[config.mk]
export PLATFORM = sky130hd
export DESIGN_NAME = rtt_estimator_rto_flat
export DESIGN_NICKNAME = d
export VERILOG_FILES = /design/src/hdl/rtte_pkg.sv /design/src/hdl/rtte_req_if.sv /design/src/hdl/rtte_res_if.sv /design/src/hdl/rtt_estimator_rto.sv /design/src/flat_wrapper.sv
export SDC_FILE = /design/constraint.sdc
export NUM_CORES = 1
export LEC_CHECK = 0
export ABC_AREA = 1
export BUFFER_PORTS_ARGS = -buffer_cell sky130_fd_sc_hd__buf_4
export CORE_UTILIZATION = 60
export CTS_CLUSTER_DIAMETER = 120
export DETAILED_ROUTE_END_ITERATION = 8
export PLACE_DENSITY_LB_ADDON = 0.25
export SYNTH_ARGS = -nofsm -noshare
export SYNTH_HDL_FRONTEND = slang
export SYNTH_SLANG_ARGS = --single-unit
[constraint.sdc]
create_clock -name i_clk -period 11.8 [get_ports i_clk]
set_input_delay 1.77 -clock i_clk [delete_from_list [all_inputs] [get_ports i_clk]]
set_output_delay 1.77 -clock i_clk [all_outputs]
set_load 0.03 [all_outputs]
[src/hdl/rtte_pkg.sv]
// Package of shared types and constants for the retransmit timeout estimator.
package rtte_pkg;

    localparam int RTT_BITS  = 24;
    localparam int RTO_BITS  = 32;
    localparam int CLAMP_W   = 16;
    localparam int MAXR_W    = 8;
    localparam int CNT_W     = MAXR_W + 1;
    localparam int CFG_IDX_W = 3;
    localparam int CFG_DAT_W = 16;

    localparam logic [CLAMP_W-1:0] RST_RTO_MIN    = 16'd1000;
    localparam logic [CLAMP_W-1:0] RST_RTO_MAX    = 16'd3000;
    localparam logic [MAXR_W-1:0]  RST_MAX_RETX   = 8'd12;
    localparam logic [CLAMP_W-1:0] RST_INIT_VAR   = 16'd750;
    localparam logic [RTO_BITS-1:0] RST_RTO       = 32'd3000;

    localparam logic [CFG_IDX_W-1:0] CFG_RTO_MIN   = 3'd0;
    localparam logic [CFG_IDX_W-1:0] CFG_RTO_MAX   = 3'd1;
    localparam logic [CFG_IDX_W-1:0] CFG_MAX_RETX  = 3'd2;
    localparam logic [CFG_IDX_W-1:0] CFG_INIT_VAR  = 3'd3;

    typedef enum logic [1:0] {
        REQ_INIT       = 2'd0,
        REQ_NEW_PKT    = 2'd1,
        REQ_RTT_SAMPLE = 2'd2,
        REQ_TIMEOUT    = 2'd3
    } t_req_type;

endpackage

[src/hdl/rtte_req_if.sv]
// Event request channel: valid/ready handshake with event type and measured RTT.
interface rtte_req_if
    import rtte_pkg::*;
();
    logic                valid;
    logic                ready;
    t_req_type           req_type;
    logic [23:0]         measured_rtt_ms;

    modport source (output valid, output req_type, output measured_rtt_ms, input ready);
    modport sink   (input valid, input req_type, input measured_rtt_ms, output ready);
endinterface

[src/hdl/rtte_res_if.sv]
// Result channel: valid/ready handshake with timeout, give-up flag and estimates.
interface rtte_res_if
    import rtte_pkg::*;
();
    logic                valid;
    logic                ready;
    logic [RTO_BITS-1:0] rto_ms;
    logic                give_up;
    logic [23:0]         smoothed_rtt_ms;
    logic [23:0]         rtt_deviation_ms;

    modport source (output valid, output rto_ms, output give_up, output smoothed_rtt_ms,
                    output rtt_deviation_ms, input ready);
    modport sink   (input valid, input rto_ms, input give_up, input smoothed_rtt_ms,
                    input rtt_deviation_ms, output ready);
endinterface

[src/hdl/rtt_estimator_rto.sv]
// Retransmit timeout estimator top level.
//
// Channels: i_req carries one event per transaction (init, new packet, RTT
// sample, timeout) with the measured RTT; o_res returns one result per event:
// the retransmit timeout, the give-up flag, smoothed RTT and mean deviation
// after that event. The configuration port writes min/max clamp, the
// retransmit limit and the initial deviation; write only while idle.
// Latency: the result is valid the cycle after the event transaction.
// Throughput: one event per cycle, set by the single update stage that
// reads and writes the estimator state in the same cycle.
// The result register frees itself when o_res is taken, so a new event is
// accepted in the same cycle the previous result leaves. If the receiver
// stalls, the result holds and i_req.ready drops until it is taken.
// Reset (synchronous, active low): srtt 0, deviation 750 ms, timeout
// 3000 ms, retransmit count 0, registers to their defaults, no result.
module rtt_estimator_rto
    import rtte_pkg::*;
(
    input  logic                 i_clk,
    input  logic                 i_rst_n,
    input  logic                 i_cfg_we,
    input  logic [CFG_IDX_W-1:0] i_cfg_idx,
    input  logic [CFG_DAT_W-1:0] i_cfg_data,
    rtte_req_if.sink             i_req,
    rtte_res_if.source           o_res
);

    localparam int SUM_W = RTT_BITS + 3;

    logic [CLAMP_W-1:0]  r_rto_min;
    logic [CLAMP_W-1:0]  r_rto_max;
    logic [MAXR_W-1:0]   r_max_retx;
    logic [CLAMP_W-1:0]  r_init_var;

    logic [RTT_BITS-1:0] r_srtt;
    logic [RTT_BITS-1:0] r_rttvar;
    logic [RTO_BITS-1:0] r_rto;
    logic [CNT_W-1:0]    r_count;

    logic                r_out_valid;
    logic [RTO_BITS-1:0] r_out_rto;
    logic                r_out_give_up;
    logic [RTT_BITS-1:0] r_out_srtt;
    logic [RTT_BITS-1:0] r_out_rttvar;

    logic [RTT_BITS-1:0] n_srtt;
    logic [RTT_BITS-1:0] n_rttvar;
    logic [RTO_BITS-1:0] n_rto;
    logic [CNT_W-1:0]    n_count;

    logic                accept;
    logic [RTT_BITS-1:0] rtt;
    logic [RTT_BITS-1:0] dev;
    logic [SUM_W-1:0]    srtt_acc;
    logic [SUM_W-1:0]    var_acc;
    logic [RTT_BITS-1:0] smp_srtt;
    logic [RTT_BITS-1:0] smp_var;
    logic [RTT_BITS-1:0] clamp_var;
    logic [RTT_BITS-1:0] clamp_srtt;
    logic [SUM_W-1:0]    rto_sum;
    logic [CLAMP_W-1:0]  rto_clamped;

    assign i_req.ready = !r_out_valid || o_res.ready;
    assign accept      = i_req.valid && i_req.ready;
    assign rtt         = RTT_BITS'(i_req.measured_rtt_ms);

    always_comb begin
        dev      = (rtt >= r_srtt) ? (rtt - r_srtt) : (r_srtt - rtt);
        srtt_acc = (SUM_W'(r_srtt) << 3) - SUM_W'(r_srtt) + SUM_W'(rtt);
        var_acc  = (SUM_W'(r_rttvar) << 1) + SUM_W'(r_rttvar) + SUM_W'(dev);
        smp_srtt = srtt_acc[RTT_BITS+2:3];
        smp_var  = var_acc[RTT_BITS+1:2];

        if (i_req.req_type == REQ_INIT) begin
            clamp_srtt = '0;
            clamp_var  = RTT_BITS'(r_init_var);
        end else begin
            clamp_srtt = smp_srtt;
            clamp_var  = smp_var;
        end

        rto_sum = SUM_W'(clamp_srtt) + (SUM_W'(clamp_var) << 2);
        if (rto_sum < SUM_W'(r_rto_min)) begin
            rto_clamped = r_rto_min;
        end else if (rto_sum > SUM_W'(r_rto_max)) begin
            rto_clamped = r_rto_max;
        end else begin
            rto_clamped = rto_sum[CLAMP_W-1:0];
        end

        n_srtt   = r_srtt;
        n_rttvar = r_rttvar;
        n_rto    = r_rto;
        n_count  = r_count;
        case (i_req.req_type)
            REQ_INIT: begin
                n_srtt   = clamp_srtt;
                n_rttvar = clamp_var;
                n_rto    = RTO_BITS'(rto_clamped);
            end
            REQ_NEW_PKT: begin
                n_count = '0;
            end
            REQ_RTT_SAMPLE: begin
                n_srtt   = clamp_srtt;
                n_rttvar = clamp_var;
                n_rto    = RTO_BITS'(rto_clamped);
            end
            REQ_TIMEOUT: begin
                n_rto = r_rto[RTO_BITS-1] ? '1 : (r_rto << 1);
                if (r_count <= CNT_W'(r_max_retx)) begin
                    n_count = r_count + CNT_W'(1);
                end
            end
            default: begin
                n_count = r_count;
            end
        endcase
    end

    always_ff @(posedge i_clk) begin
        if (!i_rst_n) begin
            r_rto_min  <= RST_RTO_MIN;
            r_rto_max  <= RST_RTO_MAX;
            r_max_retx <= RST_MAX_RETX;
            r_init_var <= RST_INIT_VAR;
        end else if (i_cfg_we) begin
            case (i_cfg_idx)
                CFG_RTO_MIN:  r_rto_min  <= i_cfg_data;
                CFG_RTO_MAX:  r_rto_max  <= i_cfg_data;
                CFG_MAX_RETX: r_max_retx <= i_cfg_data[MAXR_W-1:0];
                CFG_INIT_VAR: r_init_var <= i_cfg_data;
                default: begin
                    r_rto_min <= r_rto_min;
                end
            endcase
        end
    end

    always_ff @(posedge i_clk) begin
        if (!i_rst_n) begin
            r_srtt      <= '0;
            r_rttvar    <= RTT_BITS'(RST_INIT_VAR);
            r_rto       <= RST_RTO;
            r_count     <= '0;
            r_out_valid <= 1'b0;
        end else begin
            if (accept) begin
                r_srtt      <= n_srtt;
                r_rttvar    <= n_rttvar;
                r_rto       <= n_rto;
                r_count     <= n_count;
                r_out_valid <= 1'b1;
            end else if (o_res.ready) begin
                r_out_valid <= 1'b0;
            end
        end
    end

    always_ff @(posedge i_clk) begin
        if (accept) begin
            r_out_rto     <= n_rto;
            r_out_give_up <= (n_count > CNT_W'(r_max_retx));
            r_out_srtt    <= n_srtt;
            r_out_rttvar  <= n_rttvar;
        end
    end

    assign o_res.valid            = r_out_valid;
    assign o_res.rto_ms           = r_out_rto;
    assign o_res.give_up          = r_out_give_up;
    assign o_res.smoothed_rtt_ms  = 24'(r_out_srtt);
    assign o_res.rtt_deviation_ms = 24'(r_out_rttvar);

endmodule
[src/flat_wrapper.sv]
// flat-port wrapper written by rule: the top's interface ports become plain ports
module rtt_estimator_rto_flat import rtte_pkg::*;
  (i_clk, i_rst_n, i_cfg_we, i_cfg_idx, i_cfg_data, i_req_valid, i_req_req_type, i_req_measured_rtt_ms, i_req_ready, o_res_valid, o_res_rto_ms, o_res_give_up, o_res_smoothed_rtt_ms, o_res_rtt_deviation_ms, o_res_ready);
  rtte_req_if i_req_i ();
  rtte_res_if o_res_i ();
  input  logic i_clk;
  input  logic i_rst_n;
  input  logic i_cfg_we;
  input  logic [CFG_IDX_W-1:0] i_cfg_idx;
  input  logic [CFG_DAT_W-1:0] i_cfg_data;
  input wire logic [$bits(i_req_i.valid)-1:0] i_req_valid;
  input wire logic [$bits(i_req_i.req_type)-1:0] i_req_req_type;
  input wire logic [$bits(i_req_i.measured_rtt_ms)-1:0] i_req_measured_rtt_ms;
  output wire logic [$bits(i_req_i.ready)-1:0] i_req_ready;
  output wire logic [$bits(o_res_i.valid)-1:0] o_res_valid;
  output wire logic [$bits(o_res_i.rto_ms)-1:0] o_res_rto_ms;
  output wire logic [$bits(o_res_i.give_up)-1:0] o_res_give_up;
  output wire logic [$bits(o_res_i.smoothed_rtt_ms)-1:0] o_res_smoothed_rtt_ms;
  output wire logic [$bits(o_res_i.rtt_deviation_ms)-1:0] o_res_rtt_deviation_ms;
  input wire logic [$bits(o_res_i.ready)-1:0] o_res_ready;
  assign i_req_i.valid = i_req_valid;
  assign i_req_i.req_type = i_req_req_type;
  assign i_req_i.measured_rtt_ms = i_req_measured_rtt_ms;
  assign i_req_ready = i_req_i.ready;
  assign o_res_valid = o_res_i.valid;
  assign o_res_rto_ms = o_res_i.rto_ms;
  assign o_res_give_up = o_res_i.give_up;
  assign o_res_smoothed_rtt_ms = o_res_i.smoothed_rtt_ms;
  assign o_res_rtt_deviation_ms = o_res_i.rtt_deviation_ms;
  assign o_res_i.ready = o_res_ready;
  rtt_estimator_rto u_core (.i_clk(i_clk), .i_rst_n(i_rst_n), .i_cfg_we(i_cfg_we), .i_cfg_idx(i_cfg_idx), .i_cfg_data(i_cfg_data), .i_req(i_req_i), .o_res(o_res_i));
endmodule
==> impl_results.md, run 1 <==
- Status: finished, final reports clean
- Pre-CTS WS: 1690 ps
- Max_cap viols: 0
- Max Slew Vio Count: 0
- Worst Setup SP: i_req_measured_rtt_ms[2]
- Nets: 2,983
- Clock skew: 18.4 ps
- CP max stage cell: nand3_1
- Hold Violations, Final: 0
- Post-Syn Nets: 2,891
- Leading cell type in the layout, fill and taps excluded: nand2_1
- Crit Path Max Fanout: 17
- Io pins: 133
- Worst Hold End: u_core.r_rto[28]$_SDFFE_PN0P_
- Hold_buf cts: 0
- Vias in the first global route: 17,076
- First-pass DRT Iterations: 6
- Largest net degree at the start of global routing: 75
- Setup repair bufs after CTS: 0
- TritonCTS Buffers: 26
- Mapped cell area: 18,500 um^2
- Slew @ Worst Pin: 954 ps
- Fin worst setup slack: 1920 ps
- P_leak: 10.5 nW
- Synth cell types: 52
- Setup crit end kind: flip-flop
- Num rows: 63
- First-pass GRT wire length: 91,400 um
- Startpoint Class: primary input
- Inserted Diodes: 0
- Hold Startpoint: u_core.r_rto[28]$_SDFFE_PN0P_
- DP HPWL: 45,900 um
- Final setup fails: 0
- Min Tclk post-route: 9880 ps
- Post-route DRC violation count: 0
- Yosys Warn Count: 0
- Clk_lat worst skew: 570 ps
- Vias: 18,297
- Total Wirelength: 58,900 um
- Ys async rst share: 0
- PortBufs: 132
- RSZ-0062 raised after global routing: false
- Global route overflow: 0
- Worst slew margin: 0.363
- Die area: 31,600 um^2
- Post-Layout Cell Count: 3,128
- Initial antenna violation count: 0
- Global Route Usage Sum: 0.374
- Sequential-to-total area share from yosys stat: 0.289
- Dpl cells: 3,080
- Overall die height: 178 um
- Commonest non-fill, non-tap cells in the layout: 555 x nand2_1, 463 x inv_1, 285 x a21oi_1
- DRT antenna net count: 0
- Worst-path clk slew: 60 ps
- F_max: 101 MHz
- Worst r2r dst: u_core.r_rto[4]$_SDFFE_PN1P_
- Post_cts resized: 0
- Top cells by area, synth: dfxtp_1 16%, edfxtp_1 13%, nand2_1 11%, ha_1 11%, inv_1 9.4%
- CP dominant cell by count: nand2_1
- Sum Neg Setup Slack: 0 ps
- Synth Register Bits: 227
- Worst hold path depth: 2
- R2r setup slk: 2920 ps
- WP data arrival: 10,380 ps
- Pwr/cell area: 329 nW/um^2
- Leading register cell type out of synthesis: dfxtp_1
- Vias per inst: 5.85
- CP peak stage delay: 490 ps
- Setup Crit Path Kind: in2reg
- CTS Root Cell: clkbuf_16
- Final Cycle Share: 0.837
- Share of cells above drive strength 1: 0.0902
- Hold Path Class: reg2reg
- Final GP Congestion: 1.01
- TritonCTS Sinks: 227
- Starting DRT DRC Count: 2,183
- Leading area contributor after synthesis: dfxtp_1
- Synth top area share: 0.158
- H-tree depth: 1
- Worst VDD drop: 0.000516 V
- R2r worst-path depth: 46
- Worst Path Required: 12,300 ps
- Number of flops mapped to enable cells by yosys: 81
- Area delta synth->final: 11.4%
- Mapped Cells: 2,626
- WL per Instance: 18.8 um
- CTS max path bufs: 3
- Width of the chip: 178 um
- CTS tree: built
- Avg Cell Area, Syn: 7.05 um^2
- Reg-to-reg critical path startpoint: u_core.r_srtt[2]$_SDFFE_PN0P_
- Core Area: 30,000 um^2
- Initial Util: 0.617
## flip-flops by register name (all words and copies together), names as in the netlist
name / count
u_core.o_res.rtt_deviation_ms: 24
u_core.o_res.valid: 1
u_core.o_res.rto_ms: 32
u_core.r_rto_min: 16
u_core.o_res.give_up: 1
u_core.r_init_var: 16
u_core.r_rttvar: 24
u_core.r_rto: 32
u_core.o_res.smoothed_rtt_ms: 24
u_core.r_max_retx: 8
u_core.r_rto_max: 16
u_core.r_count: 9
u_core.r_srtt: 24
## worst max-delay path by stage
stage	end	slack (ps)	cells past startpoint
floorplan	u_core.o_res.rto_ms[3]$_DFFE_PP_	3360	47
global placement	u_core.r_rto[7]$_SDFFE_PN1P_	1790	47
detailed placement	u_core.r_rto[4]$_SDFFE_PN1P_	1690	47
CTS	u_core.r_rto[14]$_SDFFE_PN0P_	2220	49
global route	u_core.r_rto[4]$_SDFFE_PN1P_	1200	47
finish	u_core.r_rto[4]$_SDFFE_PN1P_	1920	47
## power breakdown
| group | switching [mW] | total (mW) | internal, mW | leakage, nW |
|---|---|---|---|---|
| registers | 0.0540 | 0.984 | 0.930 | 2.01 |
| logic | 3.37 | 4.96 | 1.59 | 8.04 |
| clock network | 0.357 | 0.843 | 0.486 | 0.430 |
## through the flow
| step | total power [mW] | hold WS [ps] | instance area [um^2] | utilization |
|---|---|---|---|---|
| finish | 6.78 | 479 | 20600 | 0.687 |
| global route | 7.35 | 499 | 20600 | 0.687 |
| CTS | 6.64 | 474 | 20600 | 0.687 |
| detailed placement | 5.77 | 463 | 19800 | 0.658 |
| global placement | 5.69 | 448 | 19800 | 0.658 |
| floorplan | 4.52 | 424 | 18500 | - |
## metal layers
| layer | track usage | up-vias | wire length [um] |
|---|---|---|---|
| met5 | 0 | - | 0 |
| met4 | 0.124 | 0 | 1910 |
| met3 | 0.0782 | 127 | 6620 |
| met2 | 0.564 | 967 | 24900 |
| met1 | 0.529 | 8451 | 25400 |
| li1 | - | 8752 | - |
## cell type report
class                   count  area (um^2)
clock buffers              40          787
clock inverters             8         90.1
fillers                  2600         9400
inverters                 469         1760
multi-input cells        1849        11100
flip-flops and latches    227         5360
well taps                 390          488
repair buffers            145         1090
## synthesized netlist by cell type (all sizes together) (4+ instances only)
cell type,count
or2,5
inv,467
a31oi,7
nand4,20
fa,49
nand2,570
o21bai,7
nor2,184
o221ai,4
nand3b,4
dfxtp,146
a21oi,290
edfxtp,81
clkbuf,58
nor4,8
o211ai,25
o21a,6
nand3,109
xnor2,24
xor2,36
a21o,9
a211oi,25
ha,166
o21ai,264
nor3,19
buf,23
## logic make-up after synthesis
family	synth area share
mux	0.00162
xor+xnor	0.0288
compound gates	0.188
buf+inv	0.114
flops	0.289
fa+ha+maj	0.165
simple gates	0.213
## critical path, delay by kind of cell
family,cells,cell delay [ps]
and+or+nand+nor,27,3890
adders and majority gates,5,2080
AOI/OAI and AO/OA,6,1060
buffers and inverters,7,1000
xor gates and xnor gates,2,550
Power figures use the tool's default switching activity.
==> run 2: changes to the inputs <==
CORE_UTILIZATION = 56   (was 60)
clock period = 8.15 ns   (was 11.8 ns; I/O delays follow)
==> run 2 against run 1 <==
Effect of this change:
- critical path depth down 4
- setup slack worse by 1500 ps
- final cell count up 11%
- clock skew fell by 6.1 ps
- register-to-register slack worse by 2300 ps
- highest routed layer is now met5
- sequential share of layout area decreased by 3.0 points
- largest cell class unchanged
- die area increased by 7.1%
- global-route usage hardly changed
- wire length rose by 8.7%
==> impl_results.md, run 2 (synthesis gave the netlist of run 1 again) <==
- Status: finished, final reports clean (unchanged)
- Io pins: 133 (unchanged)
- Width of the chip: 184 um (was 178 um)
- Hold Violations, Final: 0 (unchanged)
- First-pass GRT wire length: 97,900 um (was 91,400 um)
- Vias: 19,338 (was 18,297)
- F_max: 129 MHz
- Global Route Usage Sum: 0.374 (about the same)
- Vias in the first global route: 17,947 (was 17,076)
- Die area: 33,800 um^2 (was 31,600 um^2)
- Area delta synth->final: 26.1% (was 11.4%)
- Max Slew Vio Count: 0 (unchanged)
- Starting DRT DRC Count: 2,109 (was 2,183)
- Setup Crit Path Kind: in2reg (unchanged)
- WP data arrival: 8040 ps (was 10,380 ps)
- Max_cap viols: 0 (unchanged)
- Initial Util: 0.569 (was 0.617)
- Setup crit end kind: flip-flop (unchanged)
- CP max stage cell: fa_2 (was nand3_1)
- Final Cycle Share: 0.952
- Reg-to-reg critical path startpoint: u_core.r_srtt[0]$_SDFFE_PN0P_ (was u_core.r_srtt[2]$_SDFFE_PN0P_)
- PortBufs: 132 (unchanged)
- CTS Root Cell: clkbuf_16 (unchanged)
- CTS max path bufs: 3 (unchanged)
- CTS tree: built (unchanged)
- Overall die height: 184 um (was 178 um)
- Dpl cell area: 21,900 um^2 (was 19,800 um^2)
- Storage element area: 5360 um^2 (unchanged)
- Slew @ Worst Pin: 1080 ps (was 954 ps)
- TritonCTS Sinks: 227 (unchanged)
- H-tree depth: 1 (unchanged)
- Share of cells above drive strength 1: 0.201 (was 0.0902)
- Total Wirelength: 64,000 um (was 58,900 um)
- Worst Setup SP: i_req_measured_rtt_ms[3] (was i_req_measured_rtt_ms[2])
- Crit Path Max Fanout: 5 (was 17)
- Initial antenna violation count: 2 (was 0)
- Hold Path Class: reg2reg (unchanged)
- Fin util: 0.718 (was 0.687)
- Largest net degree at the start of global routing: 96 (was 75)
- TritonCTS Buffers: 27 (was 26)
- CP peak stage delay: 610 ps (was 490 ps)
- R2r setup slk: 660 ps (was 2920 ps)
- Startpoint Class: primary input (unchanged)
- Hold Startpoint: u_core.r_rto[19]$_SDFFE_PN0P_ (was u_core.r_rto[28]$_SDFFE_PN0P_)
- Leading cell type in the layout, fill and taps excluded: nand2_1 (unchanged)
- DRT antenna net count: 0 (unchanged)
- CP Capture Point: u_core.o_res.rto_ms[9]$_DFFE_PP_ (was u_core.r_rto[4]$_SDFFE_PN1P_)
- Smallest hold slack: 476 ps (was 479 ps)
- Final GP Congestion: 1.04 (was 1.01)
- Nets: 3,263 (was 2,983)
- Worst-path clk slew: 60 ps (about the same)
- First-pass DRT Iterations: 5 (was 6)
- Core Area: 32,500 um^2 (was 30,000 um^2)
- Clock skew: 12.3 ps (was 18.4 ps)
- Worst Path Required: 8440 ps (was 12,300 ps)
- Commonest non-fill, non-tap cells in the layout: 549 x nand2_1, 458 x inv_1, 416 x buf_4 (was 555 x nand2_1, 463 x inv_1, 285 x a21oi_1)
- Post-route DRC violation count: 0 (unchanged)
- DP HPWL: 49,800 um (was 45,900 um)
- Vias per inst: 5.59 (was 5.85)
- Clk_lat worst skew: 550 ps (was 570 ps)
- WL per Instance: 18.5 um (was 18.8 um)
- Min Tclk post-route: 7760 ps
- Fin area: 23,400 um^2 (was 20,600 um^2)
- Global route overflow: 0 (unchanged)
- Worst r2r dst: u_core.o_res.rto_ms[9]$_DFFE_PP_ (was u_core.r_rto[4]$_SDFFE_PN1P_)
- # fillers: 2,732 (was 2,600)
- Final setup fails: 0 (unchanged)
- Area of the multi-input gates: 11,500 um^2 (was 11,100 um^2)
- Num rows: 66 (was 63)
- Worst slew margin: 0.277 (was 0.363)
- R2r worst-path depth: 42 (was 46)
run 2: changes by cell type in the layout (fill, tap and decap cells not counted), sizes merged:
cell	previous run	this run
clkbuf	40	36
clkinvlp	0	1
bufinv	1	3
inv	471	472
clkinv	5	8
buf	145	421
nand3	109	110
diode	0	1
run 2: worst max-delay path, delay by kind of cell:
kind	cells	cell delay [ps]
buffers and inverters	10	1090
adder cells (fa/ha/maj)	4	1570
XOR/XNOR	1	210
AND/OR/NAND/NOR	12	1550
AO/OA/AOI/OAI	16	2380
run 2: layout make-up:
cell class                 count  share of cell area
multi-input combinational   1850               0.491
sequential                   227               0.229
timing repair buffer         423               0.140
inverter                     469              0.0757
clock buffer                  34              0.0336
tap                          442              0.0237
clock inverter                15             0.00723
antenna                        1            0.000107
run 2: repair_timing:
action | CTS | global route
setup buffers | 0 | 9
gates resized for setup | 0 | 99
setup endpoints to repair | 0 | 32
hold buffers | 0 | 0
run 2: through the flow:
stage               TNS [ps]  cells  worst slack (ps)
detailed placement    -10920   3399              -377
floorplan                  0   2626               253
global route            -735   3460             -75.3
CTS                        0   3448               161
global placement       -8760   3399              -302
finish                     0   3461               393
run 2: per-layer routing:
metal | vias up | wire length (um) | track usage
li1 | 9318 | - | -
met1 | 9031 | 28900 | 0.541
met2 | 852 | 27600 | 0.571
met3 | 135 | 5530 | 0.0571
met4 | 2 | 1990 | 0.110
met5 | - | 13 | 0
run 2: worst min-delay path by stage:
stage,end,cells past startpoint,slack [ps]
floorplan,u_core.r_init_var[5]$_SDFFE_PN1P_,2,420
global placement,u_core.r_init_var[9]$_SDFFE_PN1P_,2,450
detailed placement,u_core.r_init_var[5]$_SDFFE_PN1P_,2,450
CTS,u_core.r_init_var[5]$_SDFFE_PN1P_,2,470
global route,u_core.r_rto[19]$_SDFFE_PN0P_,2,500
finish,u_core.r_rto[19]$_SDFFE_PN0P_,2,480
Power of run 2 is left out: the tool's default activity adds up to more than one toggle a clock period on the data nets, which glitch-free logic cannot reach.
==> run 3: changes to the inputs <==
CORE_ASPECT_RATIO = 1.5   (was not set)
CTS_CLUSTER_SIZE = 20   (was not set)
REMOVE_ABC_BUFFERS = 1   (was not set)
==> run 3 against run 2 <==
Effect of this change:
- critical path depth up 2
- utilization down 1.0 points
- register-to-register slack worse by 90 ps
- sequential share of layout area up 0.26 points
- critical path type unchanged
- critical endpoint is now u_core.o_res.rto_ms[13]$_DFFE_PP_
- highest routed layer is now met4
==> impl_results.md, run 3 (synthesis gave the netlist of run 1 again) <==
- TritonCTS Buffers: 15 (was 27)
- First-pass GRT wire length: 96,700 um (was 97,900 um)
- Hold Startpoint: u_core.r_rto[28]$_SDFFE_PN0P_ (was u_core.r_rto[19]$_SDFFE_PN0P_)
- WL per Instance: 18.5 um (about the same)
- Total Wirelength: 63,400 um (was 64,000 um)
- First-pass DRT Iterations: 7 (was 5)
- Worst Path Required: 8410 ps (was 8440 ps)
- Leading cell type in the layout, fill and taps excluded: nand2_1 (unchanged)
- Worst slew margin: 0.328 (was 0.277)
- Global Route Usage Sum: 0.369 (was 0.374)
- Starting DRT DRC Count: 1,028 (was 2,109)
- Share of cells above drive strength 1: 0.206 (was 0.201)
- Num rows: 81 (was 66)
- CTS tree: built (unchanged)
- Die area: 33,800 um^2 (about the same)
- Core Area: 32,600 um^2 (was 32,500 um^2)
- F_max: 128 MHz (was 129 MHz)
- Hold Violations, Final: 0 (unchanged)
- Setup Crit Path Kind: in2reg (unchanged)
- Commonest non-fill, non-tap cells in the layout: 531 x nand2_1, 455 x inv_1, 439 x buf_4 (was 549 x nand2_1, 458 x inv_1, 416 x buf_4)
- Clock skew: 27.2 ps (was 12.3 ps)
- Area delta synth->final: 24.6% (was 26.1%)
- Reg-to-reg critical path startpoint: u_core.r_srtt[18]$_SDFFE_PN0P_ (was u_core.r_srtt[0]$_SDFFE_PN0P_)
- Inserted Diodes: 0 (was 1)
- # fillers: 2,785 (was 2,732)
- Busiest layer in global routing: met2 (unchanged)
- Worst-path clk slew: 90 ps (was 60 ps)
- Routing usage on met2: 0.700 (was 0.571)
- Storage element area: 5360 um^2 (unchanged)
- Crit Path Max Fanout: 7 (was 5)
- Post-route DRC violation count: 0 (unchanged)
- H-tree depth: 1 (unchanged)
- Hold_buf cts: 0 (unchanged)
- CTS Root Cell: clkbuf_16 (unchanged)
- Clk_lat worst skew: 510 ps (was 550 ps)
- Nets: 3,273 (was 3,263)
- R2r setup slk: 570 ps (was 660 ps)
- Slew @ Worst Pin: 1010 ps (was 1080 ps)
- Max Slew Vio Count: 0 (unchanged)
- Vias: 19,252 (was 19,338)
- DP HPWL: 49,900 um (was 49,800 um)
- Vias in the first global route: 19,495 (was 17,947)
- Status: finished, final reports clean (unchanged)
- Vias per inst: 5.61 (was 5.59)
- Worst Hold End: u_core.r_rto[28]$_SDFFE_PN0P_ (was u_core.r_rto[19]$_SDFFE_PN0P_)
- WP data arrival: 8090 ps (was 8040 ps)
- CP peak stage delay: 500 ps (was 610 ps)
- Global route overflow: 0 (unchanged)
- R2r worst-path depth: 45 (was 42)
- Overall die height: 225 um (was 184 um)
- Hold Path Class: reg2reg (unchanged)
- Setup crit end kind: flip-flop (unchanged)
- GR Util met3: 0.0404 (was 0.0571)
- Final setup fails: 0 (unchanged)
- Io pins: 133 (unchanged)
- Initial Util: 0.568 (was 0.569)
- Width of the chip: 151 um (was 184 um)
- Min Tclk post-route: 7830 ps (was 7760 ps)
- CTS max path bufs: 3 (unchanged)
- Final Cycle Share: 0.961 (was 0.952)
- Area of the multi-input gates: 11,600 um^2 (was 11,500 um^2)
- Sum Neg Setup Slack: 0 ps (unchanged)
- GR Util met1: 0.366 (was 0.541)
- Final GP Congestion: 0.948 (was 1.04)
- Max_cap viols: 0 (unchanged)
- Initial antenna violation count: 0 (was 2)
- CP max stage cell: fa_1 (was fa_2)
- Worst r2r dst: u_core.o_res.rto_ms[13]$_DFFE_PP_ (was u_core.o_res.rto_ms[9]$_DFFE_PP_)
- Largest net degree at the start of global routing: 90 (was 96)
- TritonCTS Sinks: 227 (unchanged)
- Worst hold path depth: 2 (unchanged)
- DRT antenna net count: 0 (unchanged)
- PortBufs: 132 (unchanged)
- Startpoint Class: primary input (unchanged)
[run 3: cell count changes in the layout (fill, tap and decap cells not counted), sizes merged]
cell / previous run / this run
clkinvlp: 1 / 0
diode: 1 / 0
bufinv: 3 / 0
inv: 472 / 470
clkinv: 8 / 1
clkbuf: 36 / 24
buf: 421 / 444
[run 3: routing by layer]
metal	vias to the layer above	routed length [um]
li1	9311	-
met1	9011	22200
met2	685	33200
met3	245	3100
met4	0	4860
met5	-	0
[run 3: metrics by stage]
step	util	setup slack [ps]	instances	area, um^2	hold slack (ps)
6_report	0.707	318	3431	23100	475
5_1_grt	0.707	-101	3431	23100	506
4_1_cts	0.688	18.2	3423	22400	479
3_5_place_dp	0.674	-480	3397	22000	456
3_3_place_gp	0.674	-325	3397	22000	447
2_1_floorplan	-	-68.1	2545	18200	424
[run 3: worst max-delay path by stage]
stage               slack [ps]                                 to  cells past startpoint                 startpoint
global route              -100       u_core.r_rto[0]$_SDFFE_PN0P_                     53  i_req_measured_rtt_ms[14]
finish                     320  u_core.o_res.rto_ms[13]$_DFFE_PP_                     45  i_req_measured_rtt_ms[17]
floorplan                  -70      u_core.r_rto[11]$_SDFFE_PN1P_                     46   i_req_measured_rtt_ms[4]
CTS                         20       u_core.r_rto[0]$_SDFFE_PN0P_                     50  i_req_measured_rtt_ms[15]
detailed placement        -480       u_core.r_rto[0]$_SDFFE_PN0P_                     49  i_req_measured_rtt_ms[15]
global placement          -320       u_core.r_rto[3]$_SDFFE_PN1P_                     49  i_req_measured_rtt_ms[15]
[run 3: layout make-up]
class / instances / share of cell area
Timing Repair Buffer: 445 / 0.148
Sequential cell: 227 / 0.232
Tap cell: 415 / 0.0225
Multi-Input combinational cell: 1850 / 0.503
Inverter: 469 / 0.0764
Clock buffer: 23 / 0.0176
Clock inverter: 2 / 0.000650
[run 3: timing repair]
action,CTS,global route
gates cloned,0,2
resized for setup,0,123
setup endpoints to repair,3,32
buffers inserted,1,6
pin swaps,1,32
[run 3: worst max-delay path, delay by kind of cell]
kind,cells,cell delay (ps)
XOR/XNOR,3,650
adder cells (fa/ha/maj),5,1710
AO/OA/AOI/OAI,10,1520
buffers and inverters,12,1680
AND/OR/NAND/NOR,15,1310
Power of run 3 is left out for the same reason.
